`src/hw/rtl/mcfb_pkg.sv`:
```
package mcfb_pkg;

	localparam logic [7:0] HDR_A     = 8'd183;
	localparam logic [7:0] HDR_B     = 8'd184;
	localparam logic [7:0] CMD_POS   = 8'd220;
	localparam logic [7:0] CMD_SPEED = 8'd130;
	localparam logic [7:0] CMD_STATE = 8'd10;
	localparam logic [7:0] LEN_POS   = 8'd6;
	localparam logic [7:0] LEN_SPEED = 8'd2;
	localparam logic [7:0] LEN_STATE = 8'd1;
	localparam logic [7:0] STATE_OPEN = 8'd5;
	localparam logic [7:0] POS_TAIL  = 8'd130;

	localparam int QDEPTH = 2;
	localparam int IDXW   = 4;

	typedef enum logic [1:0] {
		OP_POS   = 2'd0,
		OP_SPEED = 2'd1,
		OP_STATE = 2'd2
	} op_t;

	// one classified request waiting for the serializer
	typedef struct packed {
		op_t         kind;
		logic [7:0]  device_id;
		logic [31:0] value;
		logic [7:0]  chk;
	} desc_t;

	// index of the checksum byte
	function automatic logic [IDXW-1:0] last_idx(input op_t kind);
		logic [IDXW-1:0] r;
		unique case (kind)
			OP_POS:   r = IDXW'(11);
			OP_SPEED: r = IDXW'(7);
			OP_STATE: r = IDXW'(6);
			default:  r = IDXW'(6);
		endcase
		return r;
	endfunction

	function automatic logic [7:0] frame_byte(input desc_t d, input logic [IDXW-1:0] idx);
		logic [7:0] b;
		b = 8'd0;
		if (idx == last_idx(d.kind)) begin
			b = d.chk;
		end else begin
			unique case (idx)
				IDXW'(0): b = HDR_A;
				IDXW'(1): b = HDR_B;
				IDXW'(2): b = d.device_id;
				IDXW'(3): b = (d.kind == OP_POS) ? CMD_POS :
					(d.kind == OP_SPEED) ? CMD_SPEED : CMD_STATE;
				IDXW'(4): b = (d.kind == OP_POS) ? LEN_POS :
					(d.kind == OP_SPEED) ? LEN_SPEED : LEN_STATE;
				IDXW'(5): b = (d.kind == OP_STATE) ? STATE_OPEN : d.value[7:0];
				IDXW'(6): b = d.value[15:8];
				IDXW'(7): b = d.value[23:16];
				IDXW'(8): b = d.value[31:24];
				IDXW'(9): b = POS_TAIL;
				default:  b = 8'd0;
			endcase
		end
		return b;
	endfunction

endpackage

```
`src/hw/rtl/motor_command_frame_builder_core.sv`:
```
// Turns each command request into a serial motor-driver frame, one byte per cycle on the
// master side unless m_tready stalls it, with tlast on the closing checksum byte: a position
// frame is 12 bytes, a speed frame 8 and a state-open frame 7, all sent by the single byte
// serializer in mcfb_back. The front end classifies requests and precomputes the
// checksum, and a two-entry queue holds the frame being sent plus one further request, so the
// next frame starts right after the checksum byte of the current one; requests with opcode 3
// are accepted and produce no frame.
module motor_command_frame_builder_core import mcfb_pkg::*; (
	input  logic        clk,
	input  logic        arst_n,
	input  logic        s_tvalid,
	output logic        s_tready,
	input  logic [39:0] s_tdata,  // device_id[7:0], value[39:8]
	input  logic [1:0]  s_tuser,  // opcode[1:0]
	output logic        m_tvalid,
	input  logic        m_tready,
	output logic [7:0]  m_tdata,  // frame_byte[7:0]
	output logic        m_tlast
);

	logic  q_full;
	logic  q_empty;
	logic  push;
	logic  pop;
	desc_t push_desc;
	desc_t head;

	mcfb_front u_front (
		.s_tvalid  (s_tvalid),
		.s_tready  (s_tready),
		.s_tdata   (s_tdata),
		.s_tuser   (s_tuser),
		.q_full    (q_full),
		.push      (push),
		.push_desc (push_desc)
	);

	mcfb_queue u_queue (
		.clk       (clk),
		.arst_n    (arst_n),
		.push      (push),
		.push_desc (push_desc),
		.pop       (pop),
		.full      (q_full),
		.empty     (q_empty),
		.head      (head)
	);

	mcfb_back u_back (
		.clk      (clk),
		.arst_n   (arst_n),
		.q_empty  (q_empty),
		.head     (head),
		.pop      (pop),
		.m_tvalid (m_tvalid),
		.m_tready (m_tready),
		.m_tdata  (m_tdata),
		.m_tlast  (m_tlast)
	);

	a_no_push_full: assert property (@(posedge clk) disable iff (!arst_n)
		push |-> !q_full)
		else $error("push into full queue");

	a_no_pop_empty: assert property (@(posedge clk) disable iff (!arst_n)
		pop |-> !q_empty)
		else $error("pop from empty queue");

	a_pop_marks_last: assert property (@(posedge clk) disable iff (!arst_n)
		pop |=> (m_tvalid && m_tlast))
		else $error("queue pop without checksum byte issued");

	a_idle_no_output: assert property (@(posedge clk) disable iff (!arst_n)
		(q_empty && (m_tready || !m_tvalid)) |=> !m_tvalid)
		else $error("byte issued with nothing queued");

endmodule

```
`src/hw/rtl/mcfb_front.sv`:
```
module mcfb_front import mcfb_pkg::*; (
	input  logic        s_tvalid,
	output logic        s_tready,
	input  logic [39:0] s_tdata,
	input  logic [1:0]  s_tuser,
	input  logic        q_full,
	output logic        push,
	output desc_t       push_desc
);

	logic       known;
	op_t        kind;
	logic [7:0] sum;
	logic [7:0] id;
	logic [31:0] v;

	assign id = s_tdata[7:0];
	assign v  = s_tdata[39:8];

	always_comb begin
		known = 1'b1;
		kind  = OP_POS;
		unique case (s_tuser)
			2'd0:    kind = OP_POS;
			2'd1:    kind = OP_SPEED;
			2'd2:    kind = OP_STATE;
			default: known = 1'b0;
		endcase
	end

	// byte sum of everything before the checksum
	always_comb begin
		sum = 8'(HDR_A + HDR_B + id);
		unique case (kind)
			OP_POS: sum = 8'(sum + CMD_POS + LEN_POS + v[7:0] + v[15:8] + v[23:16]
				+ v[31:24] + POS_TAIL);
			OP_SPEED: sum = 8'(sum + CMD_SPEED + LEN_SPEED + v[7:0] + v[15:8]);
			OP_STATE: sum = 8'(sum + CMD_STATE + LEN_STATE + STATE_OPEN);
			default:  sum = 8'(sum);
		endcase
	end

	assign s_tready            = !q_full;
	// unknown opcodes are taken and dropped
	assign push                = s_tvalid && !q_full && known;
	assign push_desc.kind      = kind;
	assign push_desc.device_id = id;
	assign push_desc.value     = v;
	assign push_desc.chk       = 8'(8'd0 - sum);

endmodule

```
`src/hw/rtl/mcfb_queue.sv`:
```
module mcfb_queue import mcfb_pkg::*; (
	input  logic  clk,
	input  logic  arst_n,
	input  logic  push,
	input  desc_t push_desc,
	input  logic  pop,
	output logic  full,
	output logic  empty,
	output desc_t head
);

	localparam int PW = $clog2(QDEPTH);

	desc_t             mem [QDEPTH];
	logic [PW-1:0]     wr_q;
	logic [PW-1:0]     rd_q;
	logic [PW:0]       cnt_q;

	assign full  = (cnt_q == (PW+1)'(QDEPTH));
	assign empty = (cnt_q == '0);
	assign head  = mem[rd_q];

	always_ff @(posedge clk) begin
		if (push) begin
			mem[wr_q] <= push_desc;
		end
	end

	always_ff @(posedge clk or negedge arst_n) begin
		if (!arst_n) begin
			wr_q  <= '0;
			rd_q  <= '0;
			cnt_q <= '0;
		end else begin
			if (push) begin
				wr_q <= PW'(wr_q + 1'b1);
			end
			if (pop) begin
				rd_q <= PW'(rd_q + 1'b1);
			end
			if (push && !pop) begin
				cnt_q <= (PW+1)'(cnt_q + 1'b1);
			end else if (pop && !push) begin
				cnt_q <= (PW+1)'(cnt_q - 1'b1);
			end
		end
	end

endmodule

```
`src/hw/rtl/mcfb_back.sv`:
```
module mcfb_back import mcfb_pkg::*; (
	input  logic       clk,
	input  logic       arst_n,
	input  logic       q_empty,
	input  desc_t      head,
	output logic       pop,
	output logic       m_tvalid,
	input  logic       m_tready,
	output logic [7:0] m_tdata,
	output logic       m_tlast
);

	logic [IDXW-1:0] idx_q;
	logic            m_tvalid_q;
	logic [7:0]      m_tdata_q;
	logic            m_tlast_q;
	logic            load;
	logic            issue;
	logic            at_last;

	assign load    = !m_tvalid_q || m_tready;
	assign issue   = load && !q_empty;
	assign at_last = (idx_q == last_idx(head.kind));
	// the head leaves the queue as its checksum byte is issued
	assign pop     = issue && at_last;

	always_ff @(posedge clk or negedge arst_n) begin
		if (!arst_n) begin
			idx_q      <= '0;
			m_tvalid_q <= 1'b0;
		end else if (load) begin
			m_tvalid_q <= !q_empty;
			if (issue) begin
				idx_q <= at_last ? '0 : IDXW'(idx_q + 1'b1);
			end
		end
	end

	always_ff @(posedge clk) begin
		if (issue) begin
			m_tdata_q <= frame_byte(head, idx_q);
			m_tlast_q <= at_last;
		end
	end

	assign m_tvalid = m_tvalid_q;
	assign m_tdata  = m_tdata_q;
	assign m_tlast  = m_tlast_q;

endmodule

```
`config.mk`:
```
export PLATFORM = sky130hd
export DESIGN_NAME = motor_command_frame_builder_core
export DESIGN_NICKNAME = d
export VERILOG_FILES = /design/src/hw/rtl/mcfb_pkg.sv /design/src/hw/rtl/motor_command_frame_builder_core.sv /design/src/hw/rtl/mcfb_front.sv /design/src/hw/rtl/mcfb_queue.sv /design/src/hw/rtl/mcfb_back.sv
export SDC_FILE = /design/constraint.sdc
export NUM_CORES = 1
export LEC_CHECK = 0
export ABC_AREA = 1
export BUFFER_PORTS_ARGS = -buffer_cell sky130_fd_sc_hd__buf_2
export CORE_UTILIZATION = 40
export CTS_CLUSTER_SIZE = 12
export DETAILED_ROUTE_END_ITERATION = 16
export REMOVE_ABC_BUFFERS = 1
export SLEW_MARGIN = 20
export SYNTH_ARGS = -nofsm -noshare
export SYNTH_HDL_FRONTEND = slang
export SYNTH_SLANG_ARGS = --single-unit
```
`constraint.sdc`:
```
create_clock -name clk -period 4.4 [get_ports clk]
set_input_delay 0.88 -clock clk [delete_from_list [all_inputs] [get_ports clk]]
set_output_delay 0.88 -clock clk [all_outputs]
set_load 0.01 [all_outputs]
```
==> impl_results.md <==
- Height of the die: 133.0 um
- Critical Path Start Type: input pin
- Total wire length: 17930 um
- Flop pwr share: 32.9%
- Post-synthesis cell count: 691
- Io pins: 57
- Largest net degree at the start of global routing: 52
- Number of CTS-inserted buffers: 17
- Worst Setup SP: s_tdata[1]
- Initial Util: 41.25%
- Combinational share of power: 40.4%
- Async set-reset flop share out of synthesis: 7.627%
- Cell leakage power: 0.003723 uW
- Final min period: 4307 ps
- Vias in the first global route: 5215
- Total GRT Usage: 21.62%
- Synth area leader: edfxtp_1
- Clock Skew: 7.295 ps
- Initial DRC Count: 387
- Vias: 5231
- Slew headroom: 48.81%
- Worst reg-to-reg path cell count: 12
- Req. time, crit path: 4570 ps
- Antenna cell count: 0
- Clock sinks: 118
- Clock transition at the registers of the reported paths: 50 ps
- GP Congestion: 0.9039
- Setup-failing EPs final: 0
- Hold_buf cts: 0
- Layout area overhead: 22.33%
- CP Data Arrival Time: 4470 ps
- Post-DP Area: 7705 sq um
- Critical Path Fanout Max: 3
- Average size of a mapped cell: 9.935 sq um
- DRT Pass-1 Iters: 5
- Post-DP HPWL: 13100 um
- Status: complete, no violations
- H-tree depth: 4
- Die width: 133.0 um
- Main flop type after synthesis: edfxtp_1
- Post-synth top area share: 47.68%
- Antenna violations before repair: 0
- Layout cells sized above 1: 20.37%
- Post-synth EDFFs: 109
- Peak supply drop: 564.6 uV
- Ys Warns: 0
- Reg2reg end: u_queue.cnt_q[1]
- Worst R2R Setup Slack: 1570 ps
- Sw Share: 37.04%
- GRT Residual Overflow: 0
- Fin. Hold Viols: 0
- R2r startpoint: u_queue.rd_q
- Global-route wire length before repair: 28380 um
- F_max: 0.2322 GHz
- Synth Register Bits: 118
- Root Buffer: clkbuf_16
- Fin cells: 1030
- Routed vias/inst: 5.079
- Clock Path Buffers: 2
- Synth area leaders: edfxtp_1 48%, nand2_1 11%, fa_1 8.2%
- Worst skew pair latency: 420 ps
- Synthesized cell area: 6865 sq um
- Final period utilization: 97.89%
- PD cells: 608.2 nW/um^2
- DRC Markers: 0
- Switch Pwr: 1892 uW
- HP Class: in -> async
- Max-slew violation count: 0
- Clock group share of total power: 26.7%
- Row count: 47
- Nets: 907
- Die Area: 17690 sq um
- CP Class: in -> reg
- Post-route ant nets: 0
- Sequential fraction of the synthesis area: 50.96%
- Crit end category: register
- Setup_tns: 0 ps
- Yosys cell types: 41
- Unrepaired setup endpoints after global routing: true
- Design area: 8398 sq um
- DP Cell Count: 999
- TritonCTS clock tree: built
- WL/cell: 17.41 um
- Port Buffers: 56
- Critical Path Sink: u_queue.mem[1][7]
- Worst Max-Slew Pin Slew: 765.0 ps
- Core box area: 16640 sq um
- Pint: 3216 uW
- MaxCap Viol Count: 0
## stage by stage
| step | hold slack [ps] | setup slack (ps) | power, uW | util [%] |
|---|---|---|---|---|
| floorplan | 467.4 | -289.7 | 2974 | - |
| global route | 299.5 | -70.35 | 5450 | 50.46 |
| finish | 305.6 | 92.72 | 5108 | 50.46 |
| CTS | 295.4 | 8.247 | 5072 | 49.95 |
| detailed placement | 490.2 | -512.9 | 3676 | 46.30 |
| global placement | 485.3 | -458.8 | 3628 | 46.30 |
## synth_stat cells, types with 4 or more instances
| cell type | n |
|---|---|
| xor2_1 | 14 |
| a221oi_1 | 6 |
| xnor2_1 | 8 |
| buf_2 | 4 |
| clkbuf_1 | 6 |
| dfrtp_1 | 9 |
| o21ai_0 | 13 |
| ha_1 | 34 |
| edfxtp_1 | 109 |
| o21ai_1 | 4 |
| inv_1 | 106 |
| a21oi_1 | 39 |
| nor2_1 | 31 |
| a21oi_2 | 4 |
| nand3_1 | 31 |
| nor3_1 | 5 |
| fa_1 | 28 |
| nand2_1 | 195 |
## cells by family after synthesis
logic type / Yosys count / synth area share [%]
flops: 118 / 50.96
xor+xnor: 22 / 2.807
fa+ha+maj: 62 / 14.36
simple gates: 279 / 16.88
buf+inv: 122 / 7.071
compound gates: 88 / 7.928
## cell type report
type	instances	area (sq um)
sequential	118	3498
multi-input combinational	451	2988
tap	220	275.3
timing repair buffer	102	641.9
fill	1539	8244
inverter	109	424.2
clock buffer	21	440.4
clock inverter	9	130.1
## state kept, by name, summed over array words and instances, names as in the netlist
register	count
u_back.m_tlast	1
u_back.m_tdata	8
u_queue.cnt_q	2
u_queue.mem	100
u_back.idx_q	4
u_queue.wr_q	1
u_back.m_tvalid	1
u_queue.rd_q	1
## per-layer routing
layer  vias up  global-route usage (%)  wire, um
met5         -                       0         0
met4         0                   6.513       321
met3        24                   5.134       994
met2       166                   35.40      8690
met1      2544                   28.40      7927
li1       2497                       -         -
## repair_timing
item / 4_1_cts / 5_1_grt
setup buffers: 0 / 1
gates cloned: 0 / 0
pin swaps: 7 / 6
resized for setup: 10 / 20
setup endpoints to repair: 8 / 8
## worst min path at each step
| stage | from | endpoint | slack (ps) | cells past startpoint |
|---|---|---|---|---|
| after global routing | arst_n | u_back.idx_q[1] | 300 | 1 |
| after CTS | arst_n | u_back.idx_q[1] | 300 | 1 |
| after global placement | u_queue.cnt_q[0] | u_queue.cnt_q[0] | 490 | 1 |
| after detailed placement | u_queue.cnt_q[0] | u_queue.cnt_q[0] | 490 | 1 |
| after floorplan | u_queue.cnt_q[0] | u_queue.cnt_q[0] | 470 | 1 |
| final | arst_n | u_back.idx_q[1] | 310 | 1 |
## cells in the final DEF, fill, tap and decap left out, drive strengths merged, types with 3 or more instances in the layout
master	n
a21o	3
a21oi	43
a221oi	6
a31oi	3
buf	102
bufinv	3
clkbuf	21
clkinv	5
dfrtp	9
edfxtp	109
fa	28
ha	34
inv	109
nand2	198
nand3	32
nand3b	3
nor2	32
nor3	5
nor4	3
o21ai	19
o22ai	3
or2	4
xnor2	8
xor2	14
## critical path, cell delays in order
cell and delay, ps:
buf_6 100, inv_4 50, ha_4 150, xor2_2 160, inv_1 70, fa_1 450, fa_1 510, fa_1 420
inv_1 80, ha_2 190, inv_2 40, fa_2 530, o22ai_2 60, a22o_1 260, nor2_2 130, nand3_1 110
a21oi_2 130, inv_1 50, nand2_1 60, nand2_1 60
## power by group through the flow
| stage | logic, uW | registers, uW | clock network [uW] |
|---|---|---|---|
| final | 2070 | 1680 | 1360 |
| after global routing | 2310 | 1710 | 1430 |
| after detailed placement | 1980 | 1700 | 0 |
| after global placement | 1940 | 1690 | 0 |
| after CTS | 2010 | 1680 | 1380 |
| after floorplan | 1220 | 1760 | 0 |
Power figures use the tool's default switching activity.
